--- src/sv/status_frame_deframer_unit_assert.svh ---
// Assertion macros shared by the deframer.
`ifndef STATUS_FRAME_DEFRAMER_UNIT_ASSERT_SVH
`define STATUS_FRAME_DEFRAMER_UNIT_ASSERT_SVH

// Condition must never hold outside reset.
`define SFD_ASSERT_NEVER(label, clk, rst_n, cond, msg) \
    label: assert property (@(posedge clk) disable iff (!rst_n) !(cond)) \
        else $error(msg);

// Antecedent in one cycle implies consequent in the next.
`define SFD_ASSERT_NEXT(label, clk, rst_n, ante, cons, msg) \
    label: assert property (@(posedge clk) disable iff (!rst_n) (ante) |=> (cons)) \
        else $error(msg);

`endif

--- src/sv/sfd_pkg.sv ---
package sfd_pkg;

    localparam int BYTE_W = 8;
    localparam int IDX_W  = 6;

    localparam logic [BYTE_W-1:0] HDR_FIRST  = 8'h55;
    localparam logic [BYTE_W-1:0] HDR_SECOND = 8'h00;
    localparam logic [BYTE_W-1:0] TRL_FIRST  = 8'h00;
    localparam logic [BYTE_W-1:0] TRL_SECOND = 8'hAA;

    typedef enum logic [2:0] {
        PH_HUNT,
        PH_HDR2,
        PH_DATA,
        PH_TRL1,
        PH_TRL2,
        PH_DRAIN
    } phase_t;

    typedef struct packed {
        logic [BYTE_W-1:0] rx_byte;
    } rx_item_t;

    typedef struct packed {
        logic [BYTE_W-1:0] payload_byte;
        logic [IDX_W-1:0]  payload_index;
        logic              last_byte;
    } frame_item_t;

    typedef struct packed {
        logic shift;
        logic fill;
    } chain_ctrl_t;

endpackage

--- src/sv/sfd_stream_if.sv ---
interface sfd_stream_if #(
    parameter type payload_t = logic [7:0]
) ();
    logic     valid;
    logic     ready;
    payload_t payload;

    modport source (output valid, output payload, input ready);
    modport sink (input valid, input payload, output ready);
endinterface

--- src/sv/sfd_cell.sv ---
module sfd_cell (
    input  logic                      clk,
    input  logic                      shift,
    input  logic [sfd_pkg::BYTE_W-1:0] din,
    output logic [sfd_pkg::BYTE_W-1:0] dout
);
    import sfd_pkg::*;

    logic [BYTE_W-1:0] data_reg;
    logic [BYTE_W-1:0] data_next;

    // hold unless the chain advances
    always_comb
    begin
        data_next = shift ? din : data_reg;
    end

    always_ff @(posedge clk)
    begin
        data_reg <= data_next;
    end

    assign dout = data_reg;
endmodule

--- src/sv/sfd_parser.sv ---
module sfd_parser #(
    parameter int PAYLOAD_BYTES = 40
) (
    input  logic                       clk,
    input  logic                       rst_n,
    input  logic                       rx_valid,
    input  logic [sfd_pkg::BYTE_W-1:0] rx_byte,
    output logic                       rx_ready,
    input  logic                       out_ready,
    output logic                       out_valid,
    output logic [sfd_pkg::IDX_W-1:0]  out_index,
    output logic                       out_last,
    output sfd_pkg::chain_ctrl_t       chain
);
    import sfd_pkg::*;

    localparam logic [IDX_W-1:0] LAST_IDX = IDX_W'(PAYLOAD_BYTES - 1);

    phase_t            phase_reg;
    phase_t            phase_next;
    logic [IDX_W-1:0]  count_reg;
    logic [IDX_W-1:0]  count_next;
    logic              rx_acc;
    logic              store;
    logic              pop;
    logic              at_last;

    assign at_last = (count_reg == LAST_IDX);
    // rx is open in every phase but the drain
    assign rx_acc  = rx_valid && (phase_reg != PH_DRAIN);

    // next phase
    always_comb
    begin
        phase_next = phase_reg;
        case (phase_reg)
            PH_HUNT:
            begin
                if (rx_acc && rx_byte == HDR_FIRST)
                    phase_next = PH_HDR2;
            end
            PH_HDR2:
            begin
                if (rx_acc)
                    phase_next = (rx_byte == HDR_SECOND) ? PH_DATA : PH_HUNT;
            end
            PH_DATA:
            begin
                if (rx_acc && at_last)
                    phase_next = PH_TRL1;
            end
            PH_TRL1:
            begin
                if (rx_acc)
                    phase_next = (rx_byte == TRL_FIRST) ? PH_TRL2 : PH_HUNT;
            end
            PH_TRL2:
            begin
                if (rx_acc)
                    phase_next = (rx_byte == TRL_SECOND) ? PH_DRAIN : PH_HUNT;
            end
            PH_DRAIN:
            begin
                if (out_ready && at_last)
                    phase_next = PH_HUNT;
            end
            default:
            begin
                phase_next = PH_HUNT;
            end
        endcase
    end

    // outputs
    always_comb
    begin
        rx_ready  = 1'b1;
        out_valid = 1'b0;
        store     = 1'b0;
        pop       = 1'b0;
        case (phase_reg)
            PH_DATA:
            begin
                store = rx_acc;
            end
            PH_DRAIN:
            begin
                rx_ready  = 1'b0;
                out_valid = 1'b1;
                pop       = out_ready;
            end
            default:
            begin
                rx_ready = 1'b1;
            end
        endcase
    end

    // one counter serves both fill and drain; wrap at the last byte
    always_comb
    begin
        count_next = count_reg;
        if (store || pop)
            count_next = at_last ? '0 : count_reg + 1'b1;
    end

    always_ff @(posedge clk or negedge rst_n)
    begin
        if (!rst_n)
        begin
            phase_reg <= PH_HUNT;
            count_reg <= '0;
        end
        else
        begin
            phase_reg <= phase_next;
            count_reg <= count_next;
        end
    end

    assign out_index   = count_reg;
    assign out_last    = at_last;
    assign chain.shift = store || pop;
    assign chain.fill  = store;
endmodule

--- src/sv/status_frame_deframer_unit.sv ---
// Status frame deframer. Bytes from a serial receiver arrive one request at a
// time on rx. The block hunts for the header 0x55 0x00, then shifts the next
// PAYLOAD_BYTES bytes into a row of byte cells, then checks the trailer
// 0x00 0xAA. Any wrong header or trailer byte drops the frame and returns
// to hunting. After a good trailer the row shifts out toward cell 0 and the
// block offers one frame request per payload byte, in order, with its index
// and with last_byte set on the final one. Rate: while parsing, rx is ready
// in every cycle and takes one byte per cycle. The drain moves one payload
// byte per accepted frame request, because the whole row advances one cell
// per pop; rx is held off for the whole drain. Payload cells need no reset
// and there is no clearing pass after reset.
`include "status_frame_deframer_unit_assert.svh"

module status_frame_deframer_unit #(
    parameter int PAYLOAD_BYTES = 40
) (
    input  logic               clk,
    input  logic               rst_n,
    sfd_stream_if.sink         rx,
    sfd_stream_if.source       frame
);
    import sfd_pkg::*;

    logic [BYTE_W-1:0] cell_q [PAYLOAD_BYTES];
    logic [BYTE_W-1:0] tail_din;
    logic [IDX_W-1:0]  out_index;
    logic              out_last;
    logic              rx_ready;
    logic              out_valid;
    chain_ctrl_t       chain;
    rx_item_t          rx_item;
    frame_item_t       frame_item;

    assign rx_item = rx.payload;

    // Parser state machine plus the shared fill / drain counter.
    sfd_parser #(
        .PAYLOAD_BYTES (PAYLOAD_BYTES)
    ) u_parser (
        .clk       (clk),
        .rst_n     (rst_n),
        .rx_valid  (rx.valid),
        .rx_byte   (rx_item.rx_byte),
        .rx_ready  (rx_ready),
        .out_ready (frame.ready),
        .out_valid (out_valid),
        .out_index (out_index),
        .out_last  (out_last),
        .chain     (chain)
    );

    // New payload bytes enter at the tail; during drain the tail loads zero.
    assign tail_din = chain.fill ? rx_item.rx_byte : '0;

    // Row of byte cells. Each cell takes its neighbor's byte on every shift,
    // so after a full payload cell 0 holds byte 0 and a pop advances the row.
    for (genvar i = 0; i < PAYLOAD_BYTES; i++)
    begin : g_cell
        if (i == PAYLOAD_BYTES - 1)
        begin : g_tail
            sfd_cell u_cell (
                .clk   (clk),
                .shift (chain.shift),
                .din   (tail_din),
                .dout  (cell_q[i])
            );
        end
        else
        begin : g_body
            sfd_cell u_cell (
                .clk   (clk),
                .shift (chain.shift),
                .din   (cell_q[i+1]),
                .dout  (cell_q[i])
            );
        end
    end

    assign frame_item.payload_byte  = cell_q[0];
    assign frame_item.payload_index = out_index;
    assign frame_item.last_byte     = out_last;

    assign rx.ready      = rx_ready;
    assign frame.valid   = out_valid;
    assign frame.payload = frame_item;

    // Input and output are never open at the same time.
    `SFD_ASSERT_NEVER(a_no_overlap, clk, rst_n, rx_ready && out_valid,
        "rx ready while a frame drains")
    // Index stays inside the payload while a result is offered.
    `SFD_ASSERT_NEVER(a_index_range, clk, rst_n,
        out_valid && (out_index > IDX_W'(PAYLOAD_BYTES - 1)),
        "payload index out of range")
    // The last byte ends the drain.
    `SFD_ASSERT_NEXT(a_last_ends, clk, rst_n, out_valid && frame.ready && out_last,
        !out_valid && rx_ready, "drain did not end after last byte")
    // Any other pop keeps the drain going with the next index.
    `SFD_ASSERT_NEXT(a_drain_runs, clk, rst_n, out_valid && frame.ready && !out_last,
        out_valid && (out_index == $past(out_index) + 1'b1),
        "drain stopped early or skipped an index")
endmodule
--- src/flat_wrapper.sv ---
// flat-port wrapper written by rule: the top's interface ports become plain ports
module status_frame_deframer_unit_flat import sfd_pkg::*;
#(
    parameter int PAYLOAD_BYTES = 40
)
  (clk, rst_n, rx_valid, rx_payload, rx_ready, frame_valid, frame_payload, frame_ready);
  sfd_stream_if rx_i ();
  sfd_stream_if frame_i ();
  input  logic clk;
  input  logic rst_n;
  input wire logic [$bits(rx_i.valid)-1:0] rx_valid;
  input wire logic [$bits(rx_i.payload)-1:0] rx_payload;
  output wire logic [$bits(rx_i.ready)-1:0] rx_ready;
  output wire logic [$bits(frame_i.valid)-1:0] frame_valid;
  output wire logic [$bits(frame_i.payload)-1:0] frame_payload;
  input wire logic [$bits(frame_i.ready)-1:0] frame_ready;
  assign rx_i.valid = rx_valid;
  assign rx_i.payload = rx_payload;
  assign rx_ready = rx_i.ready;
  assign frame_valid = frame_i.valid;
  assign frame_payload = frame_i.payload;
  assign frame_i.ready = frame_ready;
  status_frame_deframer_unit #(.PAYLOAD_BYTES(PAYLOAD_BYTES)) u_core (.clk(clk), .rst_n(rst_n), .rx(rx_i), .frame(frame_i));
endmodule
--- config.mk ---
export PLATFORM = sky130hd
export DESIGN_NAME = status_frame_deframer_unit_flat
export DESIGN_NICKNAME = d
export VERILOG_FILES = /design/src/sv/sfd_pkg.sv /design/src/sv/sfd_stream_if.sv /design/src/sv/sfd_cell.sv /design/src/sv/sfd_parser.sv /design/src/sv/status_frame_deframer_unit.sv /design/src/flat_wrapper.sv
export VERILOG_INCLUDE_DIRS = /design/src /design/src/sv
export SDC_FILE = /design/constraint.sdc
export NUM_CORES = 1
export LEC_CHECK = 0
export BUFFER_PORTS_ARGS = -buffer_cell sky130_fd_sc_hd__buf_2
export CORE_ASPECT_RATIO = 1.75
export CORE_UTILIZATION = 56
export CTS_BUF_LIST = sky130_fd_sc_hd__clkbuf_16
export CTS_CLUSTER_SIZE = 28
export DETAILED_ROUTE_END_ITERATION = 8
export GPL_ROUTABILITY_DRIVEN = 0
export PLACE_DENSITY = 0.81
export SLEW_MARGIN = 20
export SYNTH_ARGS = -nofsm -noshare
export SYNTH_HDL_FRONTEND = slang
export SYNTH_SLANG_ARGS = --single-unit
--- constraint.sdc ---
create_clock -name clk -period 2.3 [get_ports clk]
set_clock_uncertainty 0.15 [all_clocks]
set_input_delay 0.575 -clock clk [delete_from_list [all_inputs] [get_ports clk]]
set_output_delay 0.575 -clock clk [all_outputs]
set_load 0.1 [all_outputs]
==> results.tsv, run 1 <==
stage	metric	value	unit
run_status	status	completed	
die	fp.coreArea	0.00299	mm²
pwr	p_leak	0.779	nW
worst_setup_path	critPathCaptureType	primary output	
global_routing	grt_use_total	0.182	
worst_setup_path	crit_path_start_kind	flop	
timing	whs	0.263	ns
clocking	cts_tree	yes	
clocking	ctsHtreeMaxLevel	2	
synth	synth_top_cell_area_share	0.668	
job	cap_violations	0	
timing	rsz0062_at_grt	no	
clocking	cts.clk_slew.worst_paths	0.06	ns
synth	netlist_area	0.00180	mm²
global_routing	grt_pass1_vias	918	
clocking	clock_tree.root_cell	clkbuf_16	
clocking	clockBufferDepth	2	
placement	placed_area	0.00198	mm²
final_layout	final_area	0.00213	mm²
timing	maxSlewHeadroom	0.676	
timing	layout_worst_path_cycle_share	0.966	
synth	ys_seq_area_frac	0.793	
final_layout	final_cell_mix	edfxtp_1, buf_2, dfrtp_1	
timing	setup_viol	0	
die	die_w	44.8	µm
worst_setup_path	crit_fanout	10	
pwr	worst_ir_drop_vdd	0.706	mV
synth	synthArstFlopShare	0.184	
die	num_rows	26	
global_routing	antenna_found_initial	0	
worst_setup_path	worstPathArrival	1.50	ns
timing	fin_crit	2.22	ns
detailed_routing	drt_drc_violations_left	0	
clocking	cts.sinks	49	
worst_setup_path	critPathRequiredTime	1.57	ns
final_layout	diodes	0	
synth	synthTopCellsByArea	edfxtp_1, dfrtp_1, mux2_2, nor2_1, nand4_1	
timing	slew_violations	0	
synth	synth_edf_count	40	
worst_hold_path	hold_path_class	flop to flop	
final_layout	final_layout_size_suffix_gt1_frac	0.346	
global_routing	overflow	0	
final_layout	areaGrowthSynthToFinish	18.6	%
global_routing	grt_pass1_wl	4220	µm
synth	netlist_instances	101	
final_layout	fin_nets	142	
die	ios	22	
synth	syn_area_per_cell	17.8	µm²
timing	worst_slew_pin_slew	0.489	ns
pwr	power_density	875	mW/mm²
detailed_routing	num_vias	943	
detailed_routing	drt_pass1_iterations	2	
pwr	p_total	1.87	mW
synth	synth_cell_types	34	
global_routing	grt_max_degree	20	
detailed_routing	drt.antenna.violating_nets	0	
die	dieHeight	77.0	µm
detailed_routing	wirelength	2630	µm
synth	synth_fp_nets	114	
synth	synth_warnings	0	
timing	hold_viol	0	
die	die_area	0.00345	mm²
synth	synthFlopType	edfxtp_1	
die	start_util	0.601	
clocking	post_cts_buffers	0	
clocking	insertion_delay	0.28	ns
worst_setup_path	path_class	flop to primary output	
timing	max_freq	0.450	GHz
final_layout	fillers	212	
final_layout	largest_register_ffs	39	
clocking	cts_made_buffers	5	
detailed_routing	drtIter0Drc	26	
synth	postSynthRegisterBits	49	
detailed_routing	vias_per_cell	5.48	
detailed_routing	wire_per_inst	15.3	µm
synth	synth_top_cell_by_area	edfxtp_1	
placement	portBuffers	21	
placement	place_hpwl	1690	µm
final_layout	layout_commonest_cell	edfxtp_1	
## logic make-up (layout without fill, tap and decap cells)
family / Yosys count / count (layout) / share of synthesized area
flops: 49 / 49 / 0.793
xor+xnor: 2 / 2 / 0.00974
mux: 5 / 5 / 0.0327
fa+ha+maj: 1 / 1 / 0.00695
simple gates: 27 / 27 / 0.0897
buf+inv: 7 / 36 / 0.0223
compound gates: 10 / 10 / 0.0459
## worst max-delay path, stage by stage (launching register included)
cell and delay, ns:
dfrtp_1 0.47, and3b_4 0.38, clkinvlp_4 0.09, clkbuf_4 0.28
## through the flow
stage,setup TNS [ns],std cells,util,setup WS [ns]
2_1_floorplan,-0.713,101,-,-0.314
5_1_grt,0,172,0.713,0.0147
3_3_place_gp,0,163,0.661,0.237
4_1_cts,0,172,0.710,0.00992
3_5_place_dp,0,163,0.661,0.195
6_report,0,172,0.713,0.0783
## report_power, final
part           internal [mW]  switching (mW)
clock                  0.391           0.276
combinational         0.0668           0.123
sequential             0.971          0.0392
total                   1.43           0.438
## area by class of cell
cell class | count | area (µm²) | share of cell area
sequential | 49 | 1430 | 0.670
multi-input combinational | 45 | 339 | 0.159
timing repair buffer | 26 | 165 | 0.0774
clock buffer | 5 | 125 | 0.0587
tap | 42 | 52.6 | 0.0246
clock inverter | 3 | 11.3 | 0.00528
inverter | 2 | 11.3 | 0.00528
## path summary, 6_finish.rpt
| check | start | endpoint | slack (ns) | cells past startpoint |
|---|---|---|---|---|
| hold / removal | u_core.g_cell[22].g_body.u_cell.dout[0]$_DFFE_PP_ | u_core.g_cell[21].g_body.u_cell.dout[0]$_DFFE_PP_ | 0.26 | 0 |
| hold reg to reg | u_core.g_cell[22].g_body.u_cell.dout[0]$_DFFE_PP_ | u_core.g_cell[21].g_body.u_cell.dout[0]$_DFFE_PP_ | 0.26 | 0 |
| setup / recovery | u_core.u_parser.phase_reg[1]$_DFFE_PN0P_ | rx_ready | 0.08 | 3 |
| setup reg to reg | u_core.u_parser.phase_reg[1]$_DFFE_PN0P_ | u_core.u_parser.out_index[5]$_DFFE_PN0P_ | 0.30 | 4 |
| min in group asynchronous | rst_n | u_core.u_parser.out_index[5]$_DFFE_PN0P_ | 0.55 | 2 |
| max in group asynchronous | rst_n | u_core.u_parser.out_index[0]$_DFFE_PN0P_ | 1.25 | 2 |
## Yosys cell counts (2+ instances only)
cell and n:
edfxtp_1 40, dfrtp_1 9, nor2_1 7, nand4_1 4, buf_4 3, mux2_2 3
nand2_1 3, buf_2 2, inv_1 2, nand3_1 2, nor3_1 2, xnor2_1 2
## per-layer routing
layer | GRT usage | part of all wire | wire length (µm)
met1 | 0.224 | 0.42 | 1100
met2 | 0.262 | 0.50 | 1310
met3 | 0.0541 | 0.038 | 99
met4 | 0.139 | 0.047 | 124
met5 | 0 | 0 | 0
## what timing repair did
action / CTS / global route
endpoints found under the setup margin: 0 / 3
gates resized for setup: 0 / 3
endpoints found under the hold margin: 9 / 0
hold buffers: 1 / 0
Note: power is estimated with default switching activity, not from simulation.
==> inputs of run 2 (changes only) <==
--- a/config.mk
+++ b/config.mk
@@ -13,7 +13,7 @@
 export CTS_CLUSTER_SIZE = 28
 export DETAILED_ROUTE_END_ITERATION = 8
 export GPL_ROUTABILITY_DRIVEN = 0
-export PLACE_DENSITY = 0.81
+export PLACE_DENSITY = 0.87
 export SLEW_MARGIN = 20
 export SYNTH_ARGS = -nofsm -noshare
 export SYNTH_HDL_FRONTEND = slang
==> run 2 against run 1 <==
Effect of this change:
- sequential power about the same
- sequential share of layout area decreased by 0.27 points
- critical path depth unchanged
- hold slack improved by 0.0029 ns
- die area unchanged
- final area increased by 0.41%
- register-to-register slack improved by 0.09 ns
- non-clock buffer count decreased by 1
- clock power increased by 4.5%
- first-iteration DRC count unchanged
- critical path type unchanged
- critical endpoint unchanged
- largest cell class unchanged
- largest power group unchanged
- highest routed layer unchanged
==> results.tsv, run 2 (synthesis results as in run 1) <==
stage	metric	value	unit	change
pwr	switching_power	0.460	mW	+5.1%
worst_setup_path	crit_fanout	10		unchanged
worst_setup_path	critPathCaptureType	primary output		
clocking	post_cts_buffers	0		unchanged
timing	setup_viol	0		unchanged
worst_setup_path	worstPathArrival	1.50	ns	about the same
pwr	combPwrFrac	0.100		-0.002
placement	dpl_worst_slack	0.206	ns	+0.0110 ns
final_layout	layout_commonest_cell	edfxtp_1		
timing	slew_violations	0		unchanged
detailed_routing	drt_pass1_iterations	5		+3
worst_hold_path	hold_path_class	flop to flop		
pwr	clkPwrFrac	0.367		+0.010
final_layout	largest_register_ffs	39		unchanged
global_routing	overflow	0		unchanged
placement	dp_cells	162		-0.61%
die	die_w	44.8	µm	unchanged
pwr	swShare	0.243		+0.00816
detailed_routing	num_vias	934		-0.95%
pwr	p_int	1.44	mW	+0.53%
timing	max_freq	0.450	GHz	about the same
timing	whs	0.266	ns	+0.00287 ns
die	fp.coreArea	0.00299	mm²	unchanged
timing	worst_slew_pin_slew	0.509	ns	+0.0197 ns
die	num_rows	26		unchanged
pwr	power_density	885	mW/mm²	+1.2%
timing	layout_worst_path_cycle_share	0.965		about the same
detailed_routing	vias_per_cell	5.46		-0.38%
clocking	clock_tree.root_cell	clkbuf_16		
final_layout	diodes	0		unchanged
clocking	cts.clk_slew.worst_paths	0.06	ns	about the same
timing	fin_crit	2.22	ns	-0.00158 ns
final_layout	regArea	0.00143	mm²	unchanged
placement	place_hpwl	1710	µm	+0.99%
clocking	cts.sinks	49		unchanged
final_layout	final_layout_size_suffix_gt1_frac	0.349		+0.00268
detailed_routing	wirelength	2750	µm	+4.7%
global_routing	grt_max_degree	27		+35%
pwr	seqPwrFrac	0.533		-0.008
die	die_area	0.00345	mm²	unchanged
global_routing	grt_pass1_wl	4370	µm	+3.8%
placement	portBuffers	21		unchanged
timing	worst_slack	0.0799	ns	+0.00158 ns
worst_setup_path	critPathRequiredTime	1.57	ns	about the same
clocking	insertion_delay	0.28	ns	about the same
final_layout	fillers	209		-1.4%
timing	rsz0062_at_grt	no		
final_layout	fin_nets	141		-0.70%
global_routing	grt_use_total	0.184		+0.00209
final_layout	final_cell_mix	edfxtp_1, buf_2, nor2_1, dfrtp_1, clkbuf_16		
detailed_routing	drtIter0Drc	26		unchanged
global_routing	grt_pass1_vias	920		+0.22%
die	start_util	0.601		unchanged
clocking	ctsHtreeMaxLevel	2		unchanged
die	ios	22		unchanged
pwr	worst_ir_drop_vdd	0.709	mV	+0.38%
detailed_routing	drt_drc_violations_left	0		unchanged
final_layout	multi_input_area	337	µm²	-0.74%
clocking	clockBufferDepth	2		unchanged
detailed_routing	wire_per_inst	16.1	µm	+5.3%
detailed_routing	drt.antenna.violating_nets	0		unchanged
job	cap_violations	0		unchanged
die	dieHeight	77.0	µm	unchanged
final_layout	areaGrowthSynthToFinish	19.1	%	
pwr	p_leak	0.774	nW	-0.62%
worst_setup_path	path_class	flop to primary output		
run_status	status	completed		
global_routing	antenna_found_initial	0		unchanged
timing	maxSlewHeadroom	0.663		-0.0130
clocking	cts_tree	yes		
timing	hold_viol	0		unchanged
final_layout	fin_cells	171		-0.58%
worst_setup_path	crit_path_start_kind	flop		
clocking	cts_made_buffers	5		unchanged
run 2: cell types whose count changed in the layout (fill, tap and decap cells not counted):
cell      change
inv_1         -2
nor2_2        -1
nor2_1        +1
buf_4         -2
buf_12        +1
clkinv_4      +1
clkinv_2      +1
run 2: power groups by stage:
| stage | Combinational, mW | Sequential, mW | Clock [mW] |
|---|---|---|---|
| 4_1_cts | 0.191 | 1.01 | 0.706 |
| 2_1_floorplan | 0.105 | 1.08 | 0 |
| 3_3_place_gp | 0.183 | 1.03 | 0 |
| 3_5_place_dp | 0.189 | 1.03 | 0 |
| 6_report | 0.190 | 1.01 | 0.696 |
| 5_1_grt | 0.202 | 1.02 | 0.740 |
run 2: timing repair:
item / in CTS / in global routing
setup endpoints to repair: 0 / 2
endpoints found under the hold margin: 9 / 0
resized for setup: 0 / 2
hold buffers: 1 / 0
run 2: layout make-up:
class	instances	area share
clock buffers	5	0.0584
clock inverters	3	0.00818
inverters	2	0.00526
multi-input cells	45	0.157
flip-flops and latches	49	0.667
well taps	42	0.0245
repair buffers	25	0.0794
run 2: through the flow:
stage / power, mW / setup TNS (ns) / utilization / cell area [µm²]
after floorplan: 1.18 / -0.713 / - / 1820
after global placement: 1.21 / 0 / 0.663 / 1980
after detailed placement: 1.22 / 0 / 0.663 / 1980
after CTS: 1.91 / 0 / 0.714 / 2140
after global routing: 1.96 / 0 / 0.716 / 2140
final: 1.90 / 0 / 0.716 / 2140
run 2: critical path, cell delays in order, from the launching register on:
cell and delay (ns):
dfrtp_1 0.47, and3b_4 0.38, clkinvlp_4 0.09, clkbuf_4 0.27
run 2: metal layers:
layer  part of all wire  vias up  global-route usage  routed length (µm)
met5                  0        -                   0                   0
met4              0.035        0               0.112                  97
met3              0.043        8              0.0518                 117
met2               0.50       37               0.278                1380
met1               0.42      450               0.229                1150
li1                   -      439                   -                   -
run 2: path summary, 6_finish.rpt:
check,from,to,slack [ns],cells after the start
setup / recovery,u_core.u_parser.phase_reg[1]$_DFFE_PN0P_,rx_ready,0.08,3
hold / removal,u_core.g_cell[38].g_body.u_cell.dout[0]$_DFFE_PP_,u_core.g_cell[37].g_body.u_cell.dout[0]$_DFFE_PP_,0.27,0
setup reg to reg,u_core.u_parser.phase_reg[1]$_DFFE_PN0P_,u_core.u_parser.out_index[5]$_DFFE_PN0P_,0.39,4
hold reg to reg,u_core.g_cell[38].g_body.u_cell.dout[0]$_DFFE_PP_,u_core.g_cell[37].g_body.u_cell.dout[0]$_DFFE_PP_,0.27,0
max in group asynchronous,rst_n,u_core.u_parser.out_index[1]$_DFFE_PN0P_,1.25,2
min in group asynchronous,rst_n,u_core.u_parser.out_index[3]$_DFFE_PN0P_,0.55,2
